--- src/hdl/test_sweep_sequencer_macros.svh ---
// Assertion macros shared by the sweep sequencer modules.
`ifndef TEST_SWEEP_SEQUENCER_MACROS_SVH
`define TEST_SWEEP_SEQUENCER_MACROS_SVH

// Same-cycle implication, disabled while reset is asserted.
`define TSS_ASSERT_IMPL(label, clk, rst_n, cond, expr, msg) \
    label: assert property (@(posedge clk) disable iff (!rst_n) (cond) |-> (expr)) \
        else $error(msg);

// Next-cycle implication, disabled while reset is asserted.
`define TSS_ASSERT_NEXT(label, clk, rst_n, cond, expr, msg) \
    label: assert property (@(posedge clk) disable iff (!rst_n) (cond) |=> (expr)) \
        else $error(msg);

`endif

--- src/hdl/tss_pkg.sv ---
`timescale 1ns / 1ps

package tss_pkg;

    typedef enum logic [2:0] {
        PH_IDLE  = 3'd0,
        PH_SETUP = 3'd1,
        PH_APPLY = 3'd2,
        PH_WAIT  = 3'd3,
        PH_DONE  = 3'd4
    } phase_t;

    localparam logic [1:0] ACT_TICK  = 2'd0;
    localparam logic [1:0] ACT_START = 2'd1;
    localparam logic [1:0] ACT_WRITE = 2'd2;

    localparam logic [1:0] CFG_DELAY_TICKS    = 2'd0;
    localparam logic [1:0] CFG_FREQ_COUNT     = 2'd1;
    localparam logic [1:0] CFG_DEADTIME_COUNT = 2'd2;
    localparam logic [1:0] CFG_CURRENT_COUNT  = 2'd3;

    localparam logic [15:0] DELAY_RESET = 16'd1000;
    localparam logic [3:0]  COUNT_RESET = 4'd5;

    // Step order: Id+, Id-, Iq+, Iq-.
    localparam logic [1:0] STEP_ID_POS = 2'd0;
    localparam logic [1:0] STEP_ID_NEG = 2'd1;
    localparam logic [1:0] STEP_IQ_POS = 2'd2;
    localparam logic [1:0] STEP_LAST   = 2'd3;

    typedef struct packed {
        logic [1:0]  action;
        logic [2:0]  entry_index;
        logic [14:0] entry_value;
    } req_t;

    typedef struct packed {
        logic signed [15:0] id_ref;
        logic signed [15:0] iq_ref;
        logic               loop_enable;
        logic               capture_strobe;
        logic [1:0]         mode_index;
        logic [2:0]         freq_index;
        logic [2:0]         deadtime_index;
        logic [2:0]         current_index;
        logic [1:0]         step_index;
        logic               busy_res;
        logic               sweep_done;
    } res_t;

    // A count of zero acts as one; a count above the maximum saturates.
    function automatic logic [4:0] limit_count(input logic [3:0] count,
                                               input logic [4:0] maxv);
        logic [4:0] ext;
        ext = {1'b0, count};
        if (ext == 5'd0) begin
            return 5'd1;
        end
        if (ext > maxv) begin
            return maxv;
        end
        return ext;
    endfunction

endpackage

--- src/hdl/tss_core.sv ---
`timescale 1ns / 1ps

`include "test_sweep_sequencer_macros.svh"

module tss_core
    import tss_pkg::*;
#(
    parameter int MAX_CURRENT_POINTS  = 8,
    parameter int MAX_FREQ_POINTS     = 8,
    parameter int MAX_DEADTIME_POINTS = 8,
    parameter int NUM_MODES           = 4
) (
    input  logic        clk,
    input  logic        rst_n,
    input  logic        accept,
    input  req_t        req,
    input  logic        cfg_write,
    input  logic [1:0]  cfg_index,
    input  logic [15:0] cfg_data,
    output res_t        res_next
);

    localparam int CW = (MAX_CURRENT_POINTS > 1) ? $clog2(MAX_CURRENT_POINTS) : 1;
    localparam int FW = (MAX_FREQ_POINTS > 1) ? $clog2(MAX_FREQ_POINTS) : 1;
    localparam int DW = (MAX_DEADTIME_POINTS > 1) ? $clog2(MAX_DEADTIME_POINTS) : 1;
    localparam int MW = (NUM_MODES > 1) ? $clog2(NUM_MODES) : 1;

    localparam logic [4:0] CUR_MAX  = 5'(MAX_CURRENT_POINTS);
    localparam logic [4:0] FREQ_MAX = 5'(MAX_FREQ_POINTS);
    localparam logic [4:0] DEAD_MAX = 5'(MAX_DEADTIME_POINTS);
    localparam logic [4:0] MODE_MAX = 5'(NUM_MODES);

    logic [15:0] delay_reg;
    logic [3:0]  freq_cnt_reg;
    logic [3:0]  dead_cnt_reg;
    logic [3:0]  cur_cnt_reg;

    phase_t      phase_reg, phase_next;
    logic [MW-1:0] mode_reg, mode_next;
    logic [FW-1:0] freq_reg, freq_next;
    logic [DW-1:0] dead_reg, dead_next;
    logic [CW-1:0] cur_reg, cur_next;
    logic [1:0]  step_reg, step_next;
    logic [15:0] wait_cnt_reg, wait_cnt_next;
    logic        done_reg, done_next;
    logic        enable_reg, enable_next;
    logic [15:0] id_reg, id_next;
    logic [15:0] iq_reg, iq_next;

    logic [14:0] table_reg [MAX_CURRENT_POINTS];

    logic [4:0]  cur_inc, freq_inc, dead_inc, mode_inc;
    logic [15:0] mag, neg;
    logic        strobe;

    always_ff @(posedge clk or negedge rst_n)
    begin
        if (!rst_n)
        begin
            delay_reg    <= DELAY_RESET;
            freq_cnt_reg <= COUNT_RESET;
            dead_cnt_reg <= COUNT_RESET;
            cur_cnt_reg  <= COUNT_RESET;
        end
        else if (cfg_write)
        begin
            case (cfg_index)
                CFG_DELAY_TICKS:    delay_reg    <= cfg_data;
                CFG_FREQ_COUNT:     freq_cnt_reg <= cfg_data[3:0];
                CFG_DEADTIME_COUNT: dead_cnt_reg <= cfg_data[3:0];
                CFG_CURRENT_COUNT:  cur_cnt_reg  <= cfg_data[3:0];
                default: ;
            endcase
        end
    end

    always_ff @(posedge clk or negedge rst_n)
    begin
        if (!rst_n)
        begin
            for (int i = 0; i < MAX_CURRENT_POINTS; i++)
            begin
                table_reg[i] <= '0;
            end
        end
        else if (accept && req.action == ACT_WRITE &&
                 {2'b00, req.entry_index} < CUR_MAX)
        begin
            table_reg[CW'(req.entry_index)] <= req.entry_value;
        end
    end

    always_ff @(posedge clk or negedge rst_n)
    begin
        if (!rst_n)
        begin
            phase_reg    <= PH_IDLE;
            mode_reg     <= '0;
            freq_reg     <= '0;
            dead_reg     <= '0;
            cur_reg      <= '0;
            step_reg     <= '0;
            wait_cnt_reg <= '0;
            done_reg     <= 1'b0;
            enable_reg   <= 1'b0;
            id_reg       <= '0;
            iq_reg       <= '0;
        end
        else
        begin
            phase_reg    <= phase_next;
            mode_reg     <= mode_next;
            freq_reg     <= freq_next;
            dead_reg     <= dead_next;
            cur_reg      <= cur_next;
            step_reg     <= step_next;
            wait_cnt_reg <= wait_cnt_next;
            done_reg     <= done_next;
            enable_reg   <= enable_next;
            id_reg       <= id_next;
            iq_reg       <= iq_next;
        end
    end

    assign cur_inc  = 5'(cur_reg) + 5'd1;
    assign freq_inc = 5'(freq_reg) + 5'd1;
    assign dead_inc = 5'(dead_reg) + 5'd1;
    assign mode_inc = 5'(mode_reg) + 5'd1;

    assign mag = {1'b0, table_reg[cur_reg]};
    assign neg = 16'd0 - mag;

    always_comb
    begin
        phase_next    = phase_reg;
        mode_next     = mode_reg;
        freq_next     = freq_reg;
        dead_next     = dead_reg;
        cur_next      = cur_reg;
        step_next     = step_reg;
        wait_cnt_next = wait_cnt_reg;
        done_next     = done_reg;
        enable_next   = enable_reg;
        id_next       = id_reg;
        iq_next       = iq_reg;
        strobe        = 1'b0;

        if (accept && req.action == ACT_START)
        begin
            mode_next  = '0;
            freq_next  = '0;
            dead_next  = '0;
            cur_next   = '0;
            step_next  = '0;
            done_next  = 1'b0;
            phase_next = PH_SETUP;
        end
        else if (accept && req.action == ACT_TICK)
        begin
            case (phase_reg)
                PH_IDLE: ;
                PH_SETUP:
                begin
                    enable_next = 1'b1;
                    id_next     = '0;
                    iq_next     = '0;
                    phase_next  = PH_APPLY;
                end
                PH_APPLY:
                begin
                    id_next = '0;
                    iq_next = '0;
                    case (step_reg)
                        STEP_ID_POS: id_next = mag;
                        STEP_ID_NEG: id_next = neg;
                        STEP_IQ_POS: iq_next = mag;
                        default:     iq_next = neg;
                    endcase
                    wait_cnt_next = '0;
                    phase_next    = PH_WAIT;
                end
                PH_WAIT:
                begin
                    if (wait_cnt_reg >= delay_reg)
                    begin
                        strobe     = 1'b1;
                        phase_next = PH_APPLY;
                        // Odometer: step, current, dead time, frequency, mode.
                        if (step_reg != STEP_LAST)
                        begin
                            step_next = step_reg + 2'd1;
                        end
                        else
                        begin
                            step_next = '0;
                            if (cur_inc < limit_count(cur_cnt_reg, CUR_MAX))
                            begin
                                cur_next = CW'(cur_inc);
                            end
                            else
                            begin
                                cur_next = '0;
                                if (dead_inc < limit_count(dead_cnt_reg, DEAD_MAX))
                                begin
                                    dead_next = DW'(dead_inc);
                                end
                                else
                                begin
                                    dead_next = '0;
                                    if (freq_inc < limit_count(freq_cnt_reg, FREQ_MAX))
                                    begin
                                        freq_next = FW'(freq_inc);
                                    end
                                    else
                                    begin
                                        freq_next = '0;
                                        if (mode_inc < MODE_MAX)
                                        begin
                                            mode_next = MW'(mode_inc);
                                        end
                                        else
                                        begin
                                            mode_next  = '0;
                                            phase_next = PH_DONE;
                                        end
                                    end
                                end
                            end
                        end
                    end
                    else
                    begin
                        wait_cnt_next = wait_cnt_reg + 16'd1;
                    end
                end
                PH_DONE:
                begin
                    id_next     = '0;
                    iq_next     = '0;
                    enable_next = 1'b0;
                    done_next   = 1'b1;
                    phase_next  = PH_IDLE;
                end
                default: phase_next = PH_IDLE;
            endcase
        end

        res_next.id_ref         = id_next;
        res_next.iq_ref         = iq_next;
        res_next.loop_enable    = enable_next;
        res_next.capture_strobe = strobe;
        // On the capture tick the result shows the point just captured.
        res_next.mode_index     = strobe ? 2'(mode_reg) : 2'(mode_next);
        res_next.freq_index     = strobe ? 3'(freq_reg) : 3'(freq_next);
        res_next.deadtime_index = strobe ? 3'(dead_reg) : 3'(dead_next);
        res_next.current_index  = strobe ? 3'(cur_reg) : 3'(cur_next);
        res_next.step_index     = strobe ? step_reg : step_next;
        res_next.busy_res       = (phase_next != PH_IDLE);
        res_next.sweep_done     = done_next;
    end

    `TSS_ASSERT_NEXT(a_start_enters_setup, clk, rst_n,
        accept && req.action == ACT_START, phase_reg == PH_SETUP,
        "start transfer did not enter setup")
    `TSS_ASSERT_IMPL(a_idle_loop_off, clk, rst_n,
        phase_reg == PH_IDLE, !enable_reg,
        "loop enabled while sequencer idle")

endmodule

--- config.mk ---
export PLATFORM = sky130hd
export DESIGN_NAME = tss_core
export DESIGN_NICKNAME = d
export VERILOG_FILES = /design/src/hdl/tss_pkg.sv /design/src/hdl/tss_core.sv
export VERILOG_INCLUDE_DIRS = /design/src /design/src/hdl
export SDC_FILE = /design/constraint.sdc
export NUM_CORES = 1
export LEC_CHECK = 0
export ABC_AREA = 1
export ABC_CLOCK_PERIOD_IN_PS = 2400
export BUFFER_PORTS_ARGS = -buffer_cell sky130_fd_sc_hd__clkbuf_2
export CORE_AREA = 4 4 186 188
export CTS_BUF_LIST = sky130_fd_sc_hd__clkbuf_2 sky130_fd_sc_hd__clkbuf_4 sky130_fd_sc_hd__clkbuf_8
export CTS_CLUSTER_SIZE = 20
export DETAILED_ROUTE_END_ITERATION = 8
export DIE_AREA = 0 0 190 192
export REMOVE_ABC_BUFFERS = 1
export SLEW_MARGIN = 15
export SYNTH_ARGS = -nofsm -noshare
export SYNTH_HDL_FRONTEND = slang
export SYNTH_SLANG_ARGS = --single-unit
--- constraint.sdc ---
create_clock -name clk -period 2.4 [get_ports clk]
set_input_delay 0 -clock clk [delete_from_list [all_inputs] [get_ports clk]]
set_output_delay 0 -clock clk [all_outputs]
set_load 0.01 [all_outputs]
* Word-level counts from Yosys, hierarchy flattened
Cells that the tools add are included.
** Word-level totals
- Bits in registers :: 214
- Input bits :: 42
- Output and inout bits :: 49
- Word-level logic and storage cells :: 227
** Cells by class
- Add/sub/neg operators :: 7
- $lt $le $gt $ge :: 11
- Equality and inequality tests :: 13
- Muxes and demuxes :: 150
- Bitwise logic cells :: 3
- Reduce and logical (&&, ||, !) cells :: 20
** Operator list (count)
- $pmux W16 S2 :: 5
- $mux W5 :: 30
- $bwmux W120 :: 1
- $mux W3 :: 32
- $mux W16 :: 5
- $mux W1 :: 54
- $bmux W15 S3 :: 1
- $demux W15 S3 :: 1
- $mux W15 :: 3
- $mux W2 :: 16
- $add A16 B1 Y16 const B :: 1
- $ge A16 B16 Y1 :: 1
- $sub A1 B15 Y16 const A :: 1
- $lt A4 B5 Y1 :: 3
- $add A3 B1 Y4 const B :: 3
- $gt A4 B4 Y1 const B :: 3
- $logic_not A4 Y1 :: 3
- $pmux W3 S4 :: 1
- $eq A2 B2 Y1 const B :: 4
- $ge A4 B4 Y1 const B :: 2
- $not A3 Y4 :: 2
- $reduce_and A2 Y1 :: 4
- $eq A2 B1 Y1 const B :: 3
- $eq A3 B2 Y1 const B :: 2
- other kinds (16) :: 23

* Longest topological paths before layout
- Depth after elaboration :: 77
- Gate-level depth with buffers :: 17
- Depth with buffers taken out :: 17

* Worst setup path after synthesis
No wires, ideal clock.
- Kind :: register -> register
- From :: register cur_reg[2]
- To :: register mode_reg[0]
- Library setup time :: 0.123 ns
- Arrival time :: 1.956 ns
- Data required time :: 2.277 ns
- Path slack :: 0.320 ns
- Cell stages (with the launch flop) :: 14
- Path buffers :: 2
- Clock period less this slack :: 2.080 ns
- Cells stage by stage :: dfrtp_1 -> buf_2 -> buf_2 -> xnor2_1 -> inv_1 -> ha_1 -> and3_1 -> nand2_1 -> nand2_1 -> nand3_1 -> nor2_1 -> nand2_1 -> o21ai_0 -> a21oi_1
** On the way
- Longest elaborated chain between the ends :: 8
** Ends and longest elaborated chain
- start, declared :: RTL line tss_core.sv:42 : logic [CW-1:0] cur_reg, cur_next;
- start signal, assigned :: RTL line tss_core.sv:115 : cur_reg <= cur_next;
- $add A3 B1 Y4 :: RTL line tss_core.sv:125 : assign cur_inc = 5'(cur_reg) + 5'd1;
- $lt A4 B5 Y1 :: RTL line tss_core.sv:196 : if (cur_inc < limit_count(cur_cnt_reg, CUR_MAX))
- $mux W2 :: RTL line tss_core.sv:196
- $mux W2 :: RTL line tss_core.sv:189 : if (step_reg != STEP_LAST)
- $mux W2 :: RTL line tss_core.sv:184 : if (wait_cnt_reg >= delay_reg)
- $mux W2 :: RTL line tss_core.sv:160 : case (phase_reg)
- $mux W2 :: RTL line tss_core.sv:158 : else if (accept && req.action == ACT_TICK)
- $mux W2 :: RTL line tss_core.sv:148 : if (accept && req.action == ACT_START)
- named net mode_next[0] :: RTL line tss_core.sv:39 : logic [MW-1:0] mode_reg, mode_next;
- end signal, assigned :: RTL line tss_core.sv:112 : mode_reg <= mode_next;
- end, declared :: RTL line tss_core.sv:39
The timed path passes the listed nets, and every way through them passes these cells.
A chain may end at the register's enable or synchronous reset.

==> metrics.yaml <==
global_routing:
  grt_pass1_wl_um: 54500
  grt_pass1_vias: 10341
  grt_overflow_total: 0
  grt_max_degree: 78
  track_usage_pct: 18.3
  antenna_found_initial: 0
yosys:
  synthSimpleGateAreaFrac_pct: 25.5
  synth_edf_count: 0
  synthTopCellsByArea: "dfrtp_1 44%, nand2_1 14%, o21ai_0 7.3%"
  ys_warn_count: 0
  ys_ff_latch: 214
  ys_async_sr_fraction_pct: 100
  synth_area_leader_cell: "dfrtp_1"
  ys_top_cells_by_count: "422 x nand2_1, 202 x dfrtp_1, 194 x inv_1"
  synth_fa_ha_area_share_pct: 3.84
  synth-main-ff-cell: "dfrtp_1"
  synth-compound-area-share_pct: 13.0
  synth.most_common_cell: "nand2_1"
  syn_area_sq_um: 11400
  syn_inst: 1499
  yosysUniqueCellTypes: 41
  ys_seq_area_share_pct: 47.1
  avgSynthCellArea_sq_um: 7.61
  synth.mux.area_fraction_pct: 0
  synth_top_family_by_area: "simple AND/OR/NAND/NOR gates"
  synth_top_area_share_pct: 44.3
  synth_xor_area_share_pct: 1.07
clock_network:
  clock_latency_ns: 0.55
  htree_levels: 2
  cts-root-buf: "clkbuf_8"
  cts_tree: "built"
  cts.clk_slew.worst_paths_ns: 0.06
  cts.sinks: 214
  clockBufferDepth: 3
  cts_made_buffers: 39
finish:
  drive_gt1_share_pct: 26.0
  register_area_sq_um: 5370
  multi_input_area_sq_um: 5680
  final_util_pct: 46.2
  fin_nets: 1801
  fill_cells: 3197
  area_growth_pct: 34.2
  largest_reg_flops: 120
  diodes: 0
floorplan:
  fp.dieW_um: 190
  die-area_sq_um: 36500
  rows: 67
  core_area_sq_um: 33100
  initial_core_util_pct: 34.4
  die_h_um: 192
  io_pins: 91
pwr:
  p_sw_share_pct: 32.3
  clkPwrFrac_pct: 32.4
  pwr_density_cell_nw_per_um2: 731
  pwr-share-seq_pct: 41.1
  leakage_nw: 7.61
  p_sw_mw: 3.61
  cellInternalPower_mw: 7.58
  power_frac_comb_pct: 26.5
  ir_worst_vdd_mv: 0.386
placed_design:
  routabilityCongestion: 0.890
  dp_hpwl_um: 22400
  port_buffers: 90
timing:
  whs_ns: 0.0823
  worst_slew_pin_slew_ns: 0.938
  finalCritPeriodShare_pct: 118
  finalClockSkew_ns: 0.0151
  final_max_slew_viol_count: 0
  hold_viol_final: 0
  finalWorstSetupSlack_ns: -0.425
  maxSlewHeadroom_pct: 37.3
  timing.fmax_mhz: 354
  rsz0062_at_grt: "true"
  setup_violations: 38
  period_needed_ns: 2.83
drt:
  drtIter0Drc: 693
  wl_per_cell_um: 15.7
  drtPass1Iterations: 6
  num_vias: 10644
  finalWirelength_um: 34500
  viasPerCell: 4.84
  postRouteAntennaNets: 0
  drcViolationCount: 0
status:
  violations: "negative setup slack"
  status: "finished with violations"
worst_setup_path:
  crit_type: "register to primary output"
  r2r_start: "delay_reg[8]"
  path_max_fanout: 5
  slowest_delay_ns: 0.47
  cpMostUsedCell: "nand2_1"
  crit_path_start: "cur_reg[0]"
  worst_path_max_delay_cell: "dfrtp_2"
  crit_required_ns: 2.40
  startpoint_type: "register"
  worstPathCellList: "buf_6, ha_4, xnor2_2, inv_2, ha_4, and3_1, nand2_1, nand2_2, nand3_4, nor2_4, nand4_1, nand2_1, nand2_1, nand3_4, buf_6"
  arrival_ns: 2.83
  crit_path_end_kind: "primary output"
min_path:
  hp-start: "req[15]"
  hp-class: "input port to register"
job:
  maxCapViolations: 0
-- power groups by stage --
stage | Sequential, mW | Clock, mW | Combinational [mW]
CTS | 4.59 | 3.73 | 2.53
floorplan | 4.56 | 0 | 1.54
finish | 4.60 | 3.62 | 2.97
global route | 4.67 | 3.90 | 3.36
detailed placement | 4.64 | 0 | 2.29
global placement | 4.62 | 0 | 2.24
-- metrics by stage --
stage | setup TNS, ns | power (mW) | std cells | area (sq um) | worst slack, ns
finish | -10.35 | 11.2 | 2201 | 15300 | -0.425
global route | -16.86 | 11.9 | 2201 | 15300 | -0.603
CTS | -10.64 | 10.9 | 2157 | 14400 | -0.418
detailed placement | 0 | 6.93 | 2030 | 12600 | 0.0223
global placement | 0 | 6.86 | 2030 | 12600 | 0.0563
floorplan | -73.17 | 6.10 | 1436 | 11100 | -1.17
-- cell type report --
cell class / instances / share of cell area (%)
Clock inverter: 6 / 0.245
Tap cell: 448 / 3.66
Inverter: 204 / 5.17
Sequential cell: 214 / 35.1
Clock buffer: 64 / 5.14
Multi-Input combinational cell: 1018 / 37.1
Timing Repair Buffer: 247 / 13.6
-- worst paths after layout --
check	to	slack, ns	cells after the start
worst max-delay path	res_next[1]	-0.43	15
worst min-delay path	table_reg[98]	0.08	5
worst max register to register	dead_reg[1]	-0.07	12
worst min register to register	id_reg[6]	0.47	2
max in group asynchronous	table_reg[29]	1.55	3
min in group asynchronous	id_reg[15]	0.09	2
-- logic make-up after synthesis --
group                      count (synthesis)
AOI/OAI and AO/OA                        274
xor gates and xnor gates                  14
adders and majority gates                 35
buffers and inverters                    267
DFF                                      214
and+or+nand+nor                          695
-- critical path, delay by kind of cell (launching register included) --
family	cells	cell delay [ns]
adders and majority gates	2	0.41
and+or+nand+nor	9	0.92
xor gates and xnor gates	1	0.14
DFF	1	0.47
buffers and inverters	3	0.31
-- per-layer routing --
layer	global-route usage [%]	wire length [um]	vias up
met5	0	0	-
met4	5.70	654	0
met3	3.44	1770	57
met2	29.3	16000	283
met1	25.3	16000	5057
li1	-	-	5247
-- cell usage in the layout, fill, tap and decap left out, types with 4 or more instances in the layout --
master and count:
buf_12 11, o21ai_1 11, nor2_4 15, inv_2 13
o211ai_1 9, o21ai_0 158, dlygate4sd3_1 40, nand2_1 390
clkbuf_2 64, nand3_1 89, nand2_4 17, a21oi_1 48
nor2_1 83, nand4_1 15, o21bai_1 6, nor3_1 8
clkbuf_8 50, inv_4 5, dfstp_2 12, nor2_2 14
dfrtp_1 200, o31ai_1 6, xnor2_2 5, a21oi_2 8
clkinvlp_4 4, nand2_2 28, buf_2 12, ha_4 6
nand3_4 6, xor2_1 5, ha_1 28, o21ai_2 9
buf_6 28, inv_1 182, buf_4 87, nand3_2 18
clkbuf_4 15
-- timing repair --
item	in CTS	in global routing
endpoints found under the hold margin	260	0
cloned	1	4
resized for setup	94	153
setup buffers	16	40
hold buffers	40	0
endpoints found under the setup margin	37	47
pin swaps	27	63
Power figures use the tool's default switching activity.
